==> src/rtl/mersenne_twister_prng_macros.svh <==
// Assertion macros for the generator blocks.
`ifndef MERSENNE_TWISTER_PRNG_MACROS_SVH
`define MERSENNE_TWISTER_PRNG_MACROS_SVH
`ifndef SYNTHESIS
`define MTP_ASSERT_NOW(label, ante, cons) \
	label: assert property (@(posedge clk) disable iff (!arst_n) (ante) |-> (cons)) \
		else $error("assertion failed");
`define MTP_ASSERT_NEXT(label, ante, cons) \
	label: assert property (@(posedge clk) disable iff (!arst_n) (ante) |=> (cons)) \
		else $error("assertion failed");
`else
`define MTP_ASSERT_NOW(label, ante, cons)
`define MTP_ASSERT_NEXT(label, ante, cons)
`endif
`endif

==> src/rtl/mtp_pkg.sv <==
// Shared constants, types and functions of the generator.
package mtp_pkg;
	localparam int unsigned N_WORDS = 624;
	localparam int unsigned M_OFFSET = 397;
	localparam int unsigned IDX_W = $clog2(N_WORDS);
	localparam logic [31:0] INIT_MULT = 32'd1812433253;
	localparam logic [31:0] TEMPER_B = 32'd2636928640;
	localparam logic [31:0] TEMPER_C = 32'd4022730752;
	localparam logic [31:0] MATRIX_A = 32'h9908b0df;
	localparam logic [31:0] UPPER_MASK = 32'h80000000;
	localparam logic [31:0] LOWER_MASK = 32'h7fffffff;
	localparam logic [31:0] SEED_RESET = 32'd5489;
	localparam logic [IDX_W-1:0] LAST_IDX = IDX_W'(N_WORDS - 1);
	localparam logic [IDX_W-1:0] WRAP_IDX = IDX_W'(N_WORDS - M_OFFSET);
	localparam logic [IDX_W-1:0] M_IDX = IDX_W'(M_OFFSET);

	typedef struct packed {
		logic        start;
		logic [31:0] seed;
	} seed_ctl_t;

	typedef struct packed {
		logic [31:0] word;
		logic        use_range;
		logic [31:0] lo;
		logic [31:0] hi;
	} draw_t;

	function automatic logic [31:0] twist_word(logic [31:0] cur, logic [31:0] nxt,
			logic [31:0] far);
		logic [31:0] y;
		logic [31:0] v;
		y = (cur & UPPER_MASK) | (nxt & LOWER_MASK);
		v = far ^ (y >> 1);
		if (y[0]) begin
			v = v ^ MATRIX_A;
		end
		return v;
	endfunction

	function automatic logic [31:0] temper(logic [31:0] w);
		logic [31:0] y;
		y = w ^ (w >> 11);
		y = y ^ ((y << 7) & TEMPER_B);
		y = y ^ ((y << 15) & TEMPER_C);
		y = y ^ (y >> 18);
		return y;
	endfunction
endpackage

==> src/rtl/mtp_range_map.sv <==
// Range mapping with a bit-serial remainder unit and the output register.
`include "mersenne_twister_prng_macros.svh"
module mtp_range_map
	import mtp_pkg::*;
(
	input  logic        clk,
	input  logic        arst_n,
	input  logic        draw_valid,
	output logic        draw_ready,
	input  draw_t       draw,
	output logic        out_valid,
	input  logic        out_ready,
	output logic [31:0] random_value
);
	typedef enum logic [1:0] {R_IDLE, R_DIV, R_OUT} rstate_t;

	rstate_t     st_q;
	logic [4:0]  cnt_q;
	logic [31:0] dvd_q, span_q, lo_q, out_q;
	logic [32:0] rem_q;

	logic        take, need_map;
	logic [32:0] rem_sh, rem_nx;

	assign draw_ready   = (st_q == R_IDLE) || (st_q == R_OUT && out_ready);
	assign take         = draw_valid && draw_ready;
	assign out_valid    = (st_q == R_OUT);
	assign random_value = out_q;
	assign need_map     = draw.use_range && (draw.lo <= draw.hi)
		&& ((draw.word < draw.lo) || (draw.word > draw.hi));
	assign rem_sh       = {rem_q[31:0], dvd_q[31]};
	assign rem_nx       = (rem_sh >= {1'b0, span_q}) ? rem_sh - {1'b0, span_q} : rem_sh;

	always_ff @(posedge clk or negedge arst_n) begin
		if (!arst_n) begin
			st_q  <= R_IDLE;
			cnt_q <= '0;
		end else begin
			unique case (st_q)
				R_IDLE, R_OUT: begin
					if (take) begin
						if (need_map) begin
							dvd_q  <= draw.word;
							span_q <= draw.hi - draw.lo + 32'd1;
							lo_q   <= draw.lo;
							rem_q  <= '0;
							cnt_q  <= '0;
							st_q   <= R_DIV;
						end else begin
							out_q <= draw.word;
							st_q  <= R_OUT;
						end
					end else if (st_q == R_OUT && out_ready) begin
						st_q <= R_IDLE;
					end
				end
				R_DIV: begin
					rem_q <= rem_nx;
					dvd_q <= dvd_q << 1;
					cnt_q <= cnt_q + 1'b1;
					if (cnt_q == 5'd31) begin
						out_q <= lo_q + rem_nx[31:0];
						st_q  <= R_OUT;
					end
				end
				default: st_q <= R_IDLE;
			endcase
		end
	end

	`MTP_ASSERT_NOW(a_rem_below_span, st_q == R_DIV, rem_q < {1'b0, span_q})
	`MTP_ASSERT_NEXT(a_map_starts, take && need_map, st_q == R_DIV && cnt_q == 5'd0)
	`MTP_ASSERT_NEXT(a_div_ends, st_q == R_DIV && cnt_q == 5'd31, st_q == R_OUT)
endmodule

==> config.mk <==
export PLATFORM = sky130hd
export DESIGN_NAME = mtp_range_map
export DESIGN_NICKNAME = d
export VERILOG_FILES = /design/src/rtl/mtp_pkg.sv /design/src/rtl/mtp_range_map.sv
export VERILOG_INCLUDE_DIRS = /design/src /design/src/rtl
export SDC_FILE = /design/constraint.sdc
export NUM_CORES = 1
export LEC_CHECK = 0
export BUFFER_PORTS_ARGS = -buffer_cell sky130_fd_sc_hd__buf_2
export CAP_MARGIN = 20
export CORE_AREA = 2 2 202 204
export CTS_CLUSTER_DIAMETER = 60
export DETAILED_ROUTE_END_ITERATION = 8
export DIE_AREA = 0 0 204 206
export PLACE_DENSITY = 0.56
export RECOVER_POWER = 25
export SLEW_MARGIN = 10
export SYNTH_ARGS = -nofsm -noshare
export SYNTH_HDL_FRONTEND = slang
export SYNTH_SLANG_ARGS = --single-unit
==> constraint.sdc <==
create_clock -name clk -period 10.15 [get_ports clk]
set_input_delay 0.5075 -clock clk [delete_from_list [all_inputs] [get_ports clk]]
set_output_delay 0.5075 -clock clk [all_outputs]
set_load 0.1 [all_outputs]
==> flow_summary.json, run 1 <==
{
  "firstDrtPassIters": 5,
  "period_minus_slack_ns": 6.385,
  "grt_max_degree": 74,
  "fp.dieW_um": 204,
  "power_frac_clock_pct": 26.6,
  "internal_power_mw": 1.536,
  "skew_ns": 0.01026,
  "finalWorstSetupSlack_ns": 3.765,
  "stdcell_count": 2116,
  "ioPinCount": 135,
  "ant_nets": 0,
  "numCtsBuffers": 17,
  "die-area_mm2": 0.04202,
  "crit_fanout": 53,
  "grt_overflow_total": 0,
  "p_leak_nw": 7.075,
  "wl_mm": 40.66,
  "ys_ff_latch": 167,
  "cts_sinks": 167,
  "ctsResizeCount": 0,
  "max_freq_mhz": 156.6,
  "switchingPower_mw": 0.9213,
  "clk_latency_ns": 0.44,
  "ys_async_sr_fraction_pct": 4.192,
  "crit_path_start_kind": "flip-flop",
  "p_sw_share_pct": 37.49,
  "synthDistinctLibCells": 64,
  "cp.required_ns": 10.34,
  "syn2layout_area_growth_pct": 13.17,
  "finalSetupViolations": 0,
  "rows": 74,
  "end_kind": "flip-flop",
  "cts_buffer_depth": 2,
  "antenna_found_initial": 1,
  "first_global_vias": 10880,
  "synth-edff-count": 160,
  "finalHoldViolations": 0,
  "seq_power_share_pct": 34.9,
  "synth_top_flop_cell": "edfxtp_1",
  "synth.avg_cell_area_um2": 9.584,
  "grt_pass1_wl_mm": 62.08,
  "htree_levels": 4,
  "fin_util_pct": 38.82,
  "drive_gt1_share_pct": 8.333,
  "postSynthCellCount": 1438,
  "globalplace.congestion": 0.9048,
  "drt-initial-drc-count": 720,
  "reg2reg_slack_ns": 3.77,
  "failed_checks": "capacitance limit, slew limit",
  "post-route-drc-count": 0,
  "cts_tree": "yes",
  "start_util_pct": 34.30,
  "final_common_cell": "ha_1",
  "worstPathArrival_ns": 6.57,
  "clockRootBuffer": "clkbuf_16",
  "fin_tns_setup_ns": 0,
  "yosys_warnings": 0,
  "antenna_cells": 0,
  "fin_crit_sh_pct": 62.91,
  "status": "finished, violations left",
  "finalPower_mw": 2.457,
  "dr_total_vias": 11120,
  "vdd_drop_max_v": 0.0001251,
  "crit_type": "flip-flop to flip-flop",
  "path_clk_slew_ns": 0.07,
  "grtUsageTotal_pct": 19.44,
  "synth_nets": 1763,
  "hold_path_class": "primary input to flip-flop",
  "slew_violations": 71,
  "hpwl_mm": 32.52,
  "core_area_mm2": 0.04018,
  "placement.io_buffers": 134,
  "seq_area_frac_synth_pct": 36.13,
  "tightestPinTransition_ns": 3.339,
  "cap_violations": 1,
  "layout.nets": 1896,
  "grt_setup_unrepaired": "no",
  "combPwrFrac_pct": 38.5,
  "pre_cts_ws_ns": 3.821,
  "wl_per_cell_um": 19.22,
  "vias_per_cell": 5.254,
  "die_h_um": 206,
  "max_slew_margin_pct": -122.6,
  "final_cell_mix": "ha_1, edfxtp_1, nand2_1, inv_1, a21oi_1",
  "power_density_mw_per_mm2": 157.5,
  "place_inst": 2083,
  "syn_area_mm2": 0.01378
}
==> final cells by class <==
type / count / area (µm²)
Clock buffer: 28 / 549.3
Inverter: 128 / 480.5
Tap cell: 532 / 665.6
Timing Repair Buffer: 142 / 650.6
Multi-Input combinational cell: 1115 / 8242
Sequential cell: 167 / 4980
Clock inverter: 4 / 30.03
Fill cell: 4136 / 24590
==> worst paths after layout <==
path | start | to | cells after the start
max reg2reg | rem_q[2] | random_value[29] | 22
max in group asynchronous | arst_n | cnt_q[0] | 2
min in group asynchronous | arst_n | cnt_q[4] | 2
min reg2reg | dvd_q[9] | dvd_q[10] | 2
max | rem_q[2] | random_value[29] | 22
min | draw[48] | lo_q[16] | 1
==> metrics by stage <==
stage	area [µm²]	hold slack, ns
finish	15600	0.3180
global route	15600	0.3200
CTS	15690	0.2680
detailed placement	15100	0.3731
global placement	15100	0.3700
floorplan	13780	0.2119
==> cell families after synthesis <==
logic type                 share of synthesized area [%]
xor gates and xnor gates                           4.993
DFF                                                36.13
buffers and inverters                              4.330
adders and majority gates                          20.50
muxes                                              1.489
AOI/OAI and AO/OA                                  18.40
and+or+nand+nor                                    14.15
==> sequential cells by signal (all words and copies together), names as in the netlist <==
register      cells
lo_q             32
span_q           32
st_q              2
random_value     32
dvd_q            32
rem_q            32
cnt_q             5
==> cells in the mapped netlist (8+ instances only) <==
library cell	count	area share, %
ha_1	221	20
edfxtp_1	160	35
nand2_1	141	3.8
inv_1	128	3.5
a21oi_1	110	4.0
a21o_1	88	4.8
nor2_1	82	2.2
o21ai_0	69	2.5
xnor2_1	55	3.5
and2_1	36	1.6
nand3_1	30	1.1
nand4_1	24	1.1
nor2b_1	22	1.0
xor2_1	21	1.3
o21a_1	19	1.0
clkbuf_1	18	0.49
nor3_1	17	0.62
nand2b_1	15	0.68
a211oi_1	14	0.76
and3_1	13	0.59
mux2_2	12	0.98
o21bai_1	12	0.65
a31oi_1	9	0.41
o31ai_1	8	0.44
==> per-layer routing <==
| metal | vias up | global-route usage, % | wire length, µm |
|---|---|---|---|
| li1 | 5492 | - | - |
| met1 | 5316 | 27.90 | 20220 |
| met2 | 251 | 29.52 | 17380 |
| met3 | 57 | 2.602 | 1637 |
| met4 | 2 | 7.660 | 1407 |
| met5 | - | 0 | 13 |
==> repair_timing <==
action | 4_1_cts | 5_1_grt
endpoints found under the hold margin | 7 | 0
buffers inserted | 0 | 0
hold buffers | 1 | 0
==> worst max-delay path, cell delays in order (launching register included) <==
cell	delay (ns)
edfxtp_1	0.39
ha_1	0.38
o211a_1	0.17
o31ai_1	0.10
a211oi_2	0.37
a211oi_1	0.17
or3_1	0.40
o21a_1	0.27
o31ai_4	0.21
buf_4	0.50
mux2i_1	0.43
inv_1	0.09
ha_1	0.30
a211oi_1	0.33
o21a_1	0.21
a211oi_1	0.11
nor3b_1	0.44
o31ai_1	0.13
a21oi_1	0.29
o21ai_0	0.22
a31oi_1	0.27
mux2i_1	0.21
nand2_1	0.07
==> power groups by stage <==
stage               combinational, mW  clock, mW  sequential, mW
CTS                             0.943      0.662           0.858
detailed placement              0.937          0           0.872
finish                          0.946      0.654           0.857
floorplan                       0.600          0           0.945
global route                     1.04      0.685           0.863
global placement                0.933          0           0.872
(Power assumes the default switching activity.)
==> inputs of run 2 (changes only) <==
--- a/config.mk
+++ b/config.mk
@@ -12,7 +12,7 @@
 export CTS_CLUSTER_DIAMETER = 60
 export DETAILED_ROUTE_END_ITERATION = 8
 export DIE_AREA = 0 0 204 206
-export PLACE_DENSITY = 0.56
+export PLACE_DENSITY = 0.58
 export RECOVER_POWER = 25
 export SLEW_MARGIN = 10
 export SYNTH_ARGS = -nofsm -noshare
==> constraint.sdc (replaced) <==
create_clock -name clk -period 5.6 [get_ports clk]
set_input_delay 0.28 -clock clk [delete_from_list [all_inputs] [get_ports clk]]
set_output_delay 0.28 -clock clk [all_outputs]
set_load 0.1 [all_outputs]
==> flow_summary.json, run 2 (synthesized netlist as in run 1, its figures left out) <==
{
  "grt_max_degree": 74,
  "period_minus_slack_ns": 5.348,
  "p_leak_nw": 7.286,
  "antenna_cells": 0,
  "antenna_found_initial": 0,
  "core_area_mm2": 0.04018,
  "cap_violations": 1,
  "fp.dieW_um": 204,
  "globalplace.congestion": 0.8642,
  "combPwrFrac_pct": 39.6,
  "seq_power_share_pct": 33.6,
  "final_common_cell": "ha_1",
  "crit_fanout": 15,
  "p_sw_share_pct": 37.14,
  "placement.io_buffers": 134,
  "cpPeakStageDelay_ns": 0.40,
  "max_slew_margin_pct": -115.8,
  "power_density_mw_per_mm2": 288.1,
  "die-area_mm2": 0.04202,
  "finalSetupViolations": 0,
  "first_global_vias": 11220,
  "cts_buffer_depth": 2,
  "drt-initial-drc-count": 682,
  "post-route-drc-count": 0,
  "ioPinCount": 135,
  "htree_levels": 4,
  "skew_ns": 0.01568,
  "crit_path_start_kind": "flip-flop",
  "switchingPower_mw": 1.722,
  "start_util_pct": 34.30,
  "clockRootBuffer": "clkbuf_16",
  "numCtsBuffers": 17,
  "crit_type": "flip-flop to flip-flop",
  "dr_total_vias": 11320,
  "drive_gt1_share_pct": 12.07,
  "wl_per_cell_um": 19.74,
  "fin_tns_setup_ns": 0,
  "place_inst": 2108,
  "status": "finished, violations left",
  "ant_nets": 0,
  "power_frac_clock_pct": 26.8,
  "cp.required_ns": 5.88,
  "grtUsageTotal_pct": 20.21,
  "path_buf_inv": 3,
  "internal_power_mw": 2.915,
  "fin_crit_sh_pct": 95.51,
  "placed_area_mm2": 0.01531,
  "path_clk_slew_ns": 0.07,
  "firstDrtPassIters": 5,
  "die_h_um": 206,
  "rows": 74,
  "vias_per_cell": 5.273,
  "clk_latency_ns": 0.45,
  "crit_family": "compound AO/OA/AOI/OAI gates",
  "cp_common_cell": "a21o_1",
  "tightestPinTransition_ns": 3.237,
  "end_kind": "flip-flop",
  "failed_checks": "capacitance limit, slew limit",
  "cts_tree": "yes",
  "fin_util_pct": 40.05,
  "stdcell_count": 2147,
  "crit_path_top_delay_cell": "edfxtp_1",
  "design_area_mm2": 0.01609,
  "grt_pass1_wl_mm": 63.95,
  "worstPathCellList": "ha_1 -> nor2b_2 -> o31ai_2 -> a211oi_2 -> a211oi_1 -> or3_1 -> o21a_1 -> o31ai_4 -> buf_4 -> clkbuf_16 -> buf_4 -> nor2_1 -> a21oi_2 -> ha_1 -> a21o_1 -> a21o_1 -> a21o_1 -> nand2b_1 -> a21oi_2 -> a211oi_4 -> nor3_2 -> o31a_1 -> o21a_1 -> o31ai_1",
  "vdd_drop_max_v": 0.0001707,
  "syn2layout_area_growth_pct": 16.78,
  "slew_violations": 71,
  "finalHoldViolations": 0,
  "wl_mm": 42.38,
  "cts_sinks": 167,
  "max_freq_mhz": 187.0,
  "layout.nets": 1931,
  "worstPathArrival_ns": 5.62,
  "finalPower_mw": 4.637,
  "hpwl_mm": 33.82,
  "hold_path_class": "primary input to flip-flop",
  "grt_overflow_total": 0,
  "final_cell_mix": "ha_1, edfxtp_1, nand2_1, inv_1, a21oi_1"
}
[run 2: final cells by class]
type / count / area (µm²)
multi-input cells: 1115 / 8408
well taps: 532 / 665.6
flip-flops and latches: 167 / 4980
repair buffers: 177 / 974.7
clock buffers: 17 / 425.4
clock inverters: 11 / 160.2
inverters: 128 / 480.5
fillers: 4046 / 24090
[run 2: worst reg2reg max path, cell delays in order, from the launching register on]
cell and delay (ns):
edfxtp_1 0.40, ha_1 0.31, nor2b_2 0.17, o31ai_2 0.10, a211oi_2 0.32, a211oi_1 0.14, or3_1 0.35, o21a_1 0.23
o31ai_4 0.19, buf_4 0.16, clkbuf_16 0.14, buf_4 0.21, nor2_1 0.08, a21oi_2 0.21, ha_1 0.34, a21o_1 0.20
a21o_1 0.17, a21o_1 0.20, nand2b_1 0.10, a21oi_2 0.08, a211oi_4 0.32, nor3_2 0.11, o31a_1 0.31, o21a_1 0.17
o31ai_1 0.18
[run 2: final timing paths]
check,start,endpoint,slack (ns),cells after the start
worst max-delay path,rem_q[0],random_value[30],0.25,24
worst min-delay path,draw[47],lo_q[15],0.09,1
worst max register to register,rem_q[0],random_value[30],0.25,24
worst min register to register,dvd_q[4],dvd_q[5],0.52,2
max in group asynchronous,arst_n,st_q[0],4.99,2
min in group asynchronous,arst_n,cnt_q[2],0.29,2
[run 2: power groups by stage]
stage / combinational [mW] / sequential [mW] / clock, mW
after floorplan: 1.09 / 1.71 / 0
after global placement: 1.74 / 1.58 / 0
after detailed placement: 1.75 / 1.58 / 0
after CTS: 1.77 / 1.56 / 1.26
after global routing: 2.00 / 1.56 / 1.31
final: 1.84 / 1.56 / 1.24
[run 2: timing repair]
item	4_1_cts	5_1_grt
pin swaps	0	10
hold buffers	1	0
gates resized for setup	3	36
cloned	0	2
hold endpoints to repair	7	0
setup endpoints to repair	4	18
setup buffers	0	8
[run 2: per-layer routing]
| metal | share of wire [%] | up-vias | GRT usage [%] | wire length (µm) |
|---|---|---|---|---|
| li1 | - | 5554 | - | - |
| met1 | 49 | 5466 | 29.27 | 20800 |
| met2 | 44 | 258 | 31.34 | 18670 |
| met3 | 4.3 | 44 | 2.444 | 1808 |
| met4 | 2.6 | 0 | 6.341 | 1104 |
| met5 | 0 | - | 0 | 0 |
[run 2: per-stage QoR]
stage	worst slack (ns)	hold WS [ns]
floorplan	0.02215	-0.01559
global placement	-0.05656	0.1447
detailed placement	-0.06741	0.1386
CTS	0.08413	0.02320
global route	-0.008265	0.08079
finish	0.2516	0.08715
==> inputs of run 3 (changes only) <==
--- a/config.mk
+++ b/config.mk
@@ -12,7 +12,8 @@
 export CTS_CLUSTER_DIAMETER = 60
 export DETAILED_ROUTE_END_ITERATION = 8
 export DIE_AREA = 0 0 204 206
-export PLACE_DENSITY = 0.58
+export HOLD_SLACK_MARGIN = 0.05
+export PLACE_DENSITY = 0.56
 export RECOVER_POWER = 25
 export SLEW_MARGIN = 10
 export SYNTH_ARGS = -nofsm -noshare
==> constraint.sdc (replaced) <==
create_clock -name clk -period 5.35 [get_ports clk]
set_input_delay 0.535 -clock clk [delete_from_list [all_inputs] [get_ports clk]]
set_output_delay 0.535 -clock clk [all_outputs]
set_load 0.1 [all_outputs]
==> flow_summary.json, run 3 (synthesized netlist as in run 1, its figures left out) <==
{
  "clockRootBuffer": "clkbuf_16",
  "wl_mm": 43.27,
  "first_global_vias": 11300,
  "core_area_mm2": 0.04018,
  "placed_area_mm2": 0.01570,
  "ant_nets": 0,
  "switchingPower_mw": 1.897,
  "finalSetupViolations": 3,
  "hpwl_mm": 34.56,
  "internal_power_mw": 3.141,
  "grt_max_degree": 74,
  "status": "finished, violations left",
  "period_minus_slack_ns": 5.405,
  "tightestPinTransition_ns": 3.065,
  "finalHoldViolations": 0,
  "cts_buffer_depth": 2,
  "grt_pass1_wl_mm": 65.54,
  "r2r-end": "random_value[30]",
  "fin_crit_sh_pct": 101.0,
  "vias_per_cell": 5.241,
  "pre_cts_ws_ns": -0.2081,
  "cap_violations": 1,
  "final_common_cell": "ha_1",
  "design_area_mm2": 0.01673,
  "layout.nets": 1981,
  "power_density_mw_per_mm2": 301.2,
  "crit_path_start_kind": "flip-flop",
  "dr_total_vias": 11540,
  "holdPathStages": 1,
  "die_h_um": 206,
  "cts_tree": "yes",
  "drive_gt1_share_pct": 17.39,
  "fillerInstances": 4015,
  "max_slew_margin_pct": -104.3,
  "drt-initial-drc-count": 710,
  "finalWorstSetupSlack_ns": -0.05481,
  "globalplace.congestion": 0.9425,
  "final_cell_mix": "ha_1, edfxtp_1, nand2_1, inv_1, a21oi_1",
  "r2r_start": "rem_q[1]",
  "cp.required_ns": 5.63,
  "htree_levels": 4,
  "numCtsBuffers": 17,
  "place_inst": 2160,
  "cts_sinks": 167,
  "failed_checks": "capacitance limit, slew limit, setup timing",
  "vdd_drop_max_v": 0.0002080,
  "placement.io_buffers": 134,
  "grt_overflow_total": 0,
  "ioPinCount": 135,
  "end_kind": "flip-flop",
  "post-route-drc-count": 0,
  "grt_setup_unrepaired": "yes",
  "reg2reg_slack_ns": -0.05,
  "finalPower_mw": 5.038,
  "hp-start": "draw[32]",
  "hold_end": "lo_q[0]",
  "p_sw_share_pct": 37.66,
  "slew_violations": 70,
  "fp.dieW_um": 204,
  "syn2layout_area_growth_pct": 21.36,
  "combPwrFrac_pct": 41.6,
  "seq_power_share_pct": 32.4,
  "clk_latency_ns": 0.45,
  "hold_path_class": "primary input to flip-flop",
  "antenna_found_initial": 1,
  "wl_per_cell_um": 19.66,
  "path_clk_slew_ns": 0.07,
  "grtUsageTotal_pct": 20.64,
  "power_frac_clock_pct": 26.0,
  "r2r_cells": 22,
  "p_leak_nw": 7.585,
  "worstPathArrival_ns": 5.68,
  "skew_ns": 0.008378,
  "die-area_mm2": 0.04202,
  "start_util_pct": 34.30,
  "fin_util_pct": 41.62,
  "firstDrtPassIters": 5,
  "crit_type": "flip-flop to flip-flop",
  "crit_fanout": 5,
  "max_freq_mhz": 185.0,
  "rows": 74,
  "stdcell_count": 2201
}
## run 3: cell types whose count changed in the layout (fill, tap and decap cells not counted), sizes merged
cell	before	now
buf	108	166
clkbuf	85	77
inv	128	133
clkinv	6	3
clkinvlp	1	3
bufinv	4	3
diode	0	1
## run 3: power groups by stage
| stage | Clock (mW) | Sequential (mW) | Combinational (mW) |
|---|---|---|---|
| floorplan | 0 | 1.78 | 1.14 |
| global placement | 0 | 1.66 | 1.92 |
| detailed placement | 0 | 1.66 | 1.93 |
| CTS | 1.33 | 1.63 | 1.98 |
| global route | 1.38 | 1.64 | 2.28 |
| finish | 1.31 | 1.63 | 2.10 |
## run 3: worst max-delay path by stage
stage              from               end  slack, ns  cells after the start
5_1_grt        rem_q[3]  random_value[31]      -0.24                     25
2_1_floorplan  rem_q[0]  random_value[30]       0.08                     20
3_5_place_dp   rem_q[0]  random_value[29]      -0.21                     22
3_3_place_gp   rem_q[0]  random_value[25]       -0.1                     22
4_1_cts        rem_q[3]  random_value[31]      0.002                     24
6_report       rem_q[1]  random_value[30]      -0.05                     22
## run 3: through the flow
stage	TNS, ns	hold WS (ns)
floorplan	0	0.2394
global placement	-0.2413	0.3962
detailed placement	-0.8790	0.3961
CTS	0	0.2781
global route	-1.870	0.3368
finish	-0.1013	0.3374
## run 3: layer usage
| metal | track usage (%) | up-vias | part of all wire [%] | wire (µm) |
|---|---|---|---|---|
| met5 | 0 | - | 0.030 | 13 |
| met4 | 7.324 | 2 | 2.7 | 1167 |
| met3 | 3.043 | 55 | 4.5 | 1957 |
| met2 | 31.69 | 252 | 44 | 19070 |
| met1 | 29.47 | 5572 | 49 | 21060 |
| li1 | - | 5654 | - | - |
## run 3: worst max-delay path, cell delays in order (launching register included)
cell      delay, ns
edfxtp_1       0.43
ha_4           0.29
o211a_1        0.19
o31ai_4        0.10
a211oi_4       0.28
a211oi_2       0.12
or3_1          0.41
o21a_1         0.24
o31ai_4        0.28
buf_6          0.16
buf_12         0.11
mux2_2         0.37
ha_4           0.22
buf_4          0.14
o21a_1         0.12
o21a_1         0.22
o21ba_4        0.22
a22o_4         0.25
a211oi_4       0.34
nor3_4         0.09
o31a_1         0.27
o21a_1         0.19
o31ai_2        0.20
## run 3: layout make-up
| cell class | instances | area [µm²] | share of cell area [%] |
|---|---|---|---|
| Antenna cell | 1 | 2.502 | 0.01496 |
| Clock buffer | 17 | 425.4 | 2.543 |
| Clock inverter | 14 | 172.7 | 1.032 |
| Inverter | 128 | 480.5 | 2.873 |
| Multi-Input combinational cell | 1115 | 8665 | 51.80 |
| Sequential cell | 167 | 4980 | 29.77 |
| Tap cell | 532 | 665.6 | 3.980 |
| Timing Repair Buffer | 227 | 1335 | 7.982 |
## run 3: timing repair
item / CTS / global route
hold endpoints to repair: 7 / 0
setup endpoints to repair: 11 / 20
buffers inserted: 3 / 7
gates resized for setup: 19 / 73
hold buffers: 1 / 0
gates cloned: 1 / 0
pin swaps: 7 / 41
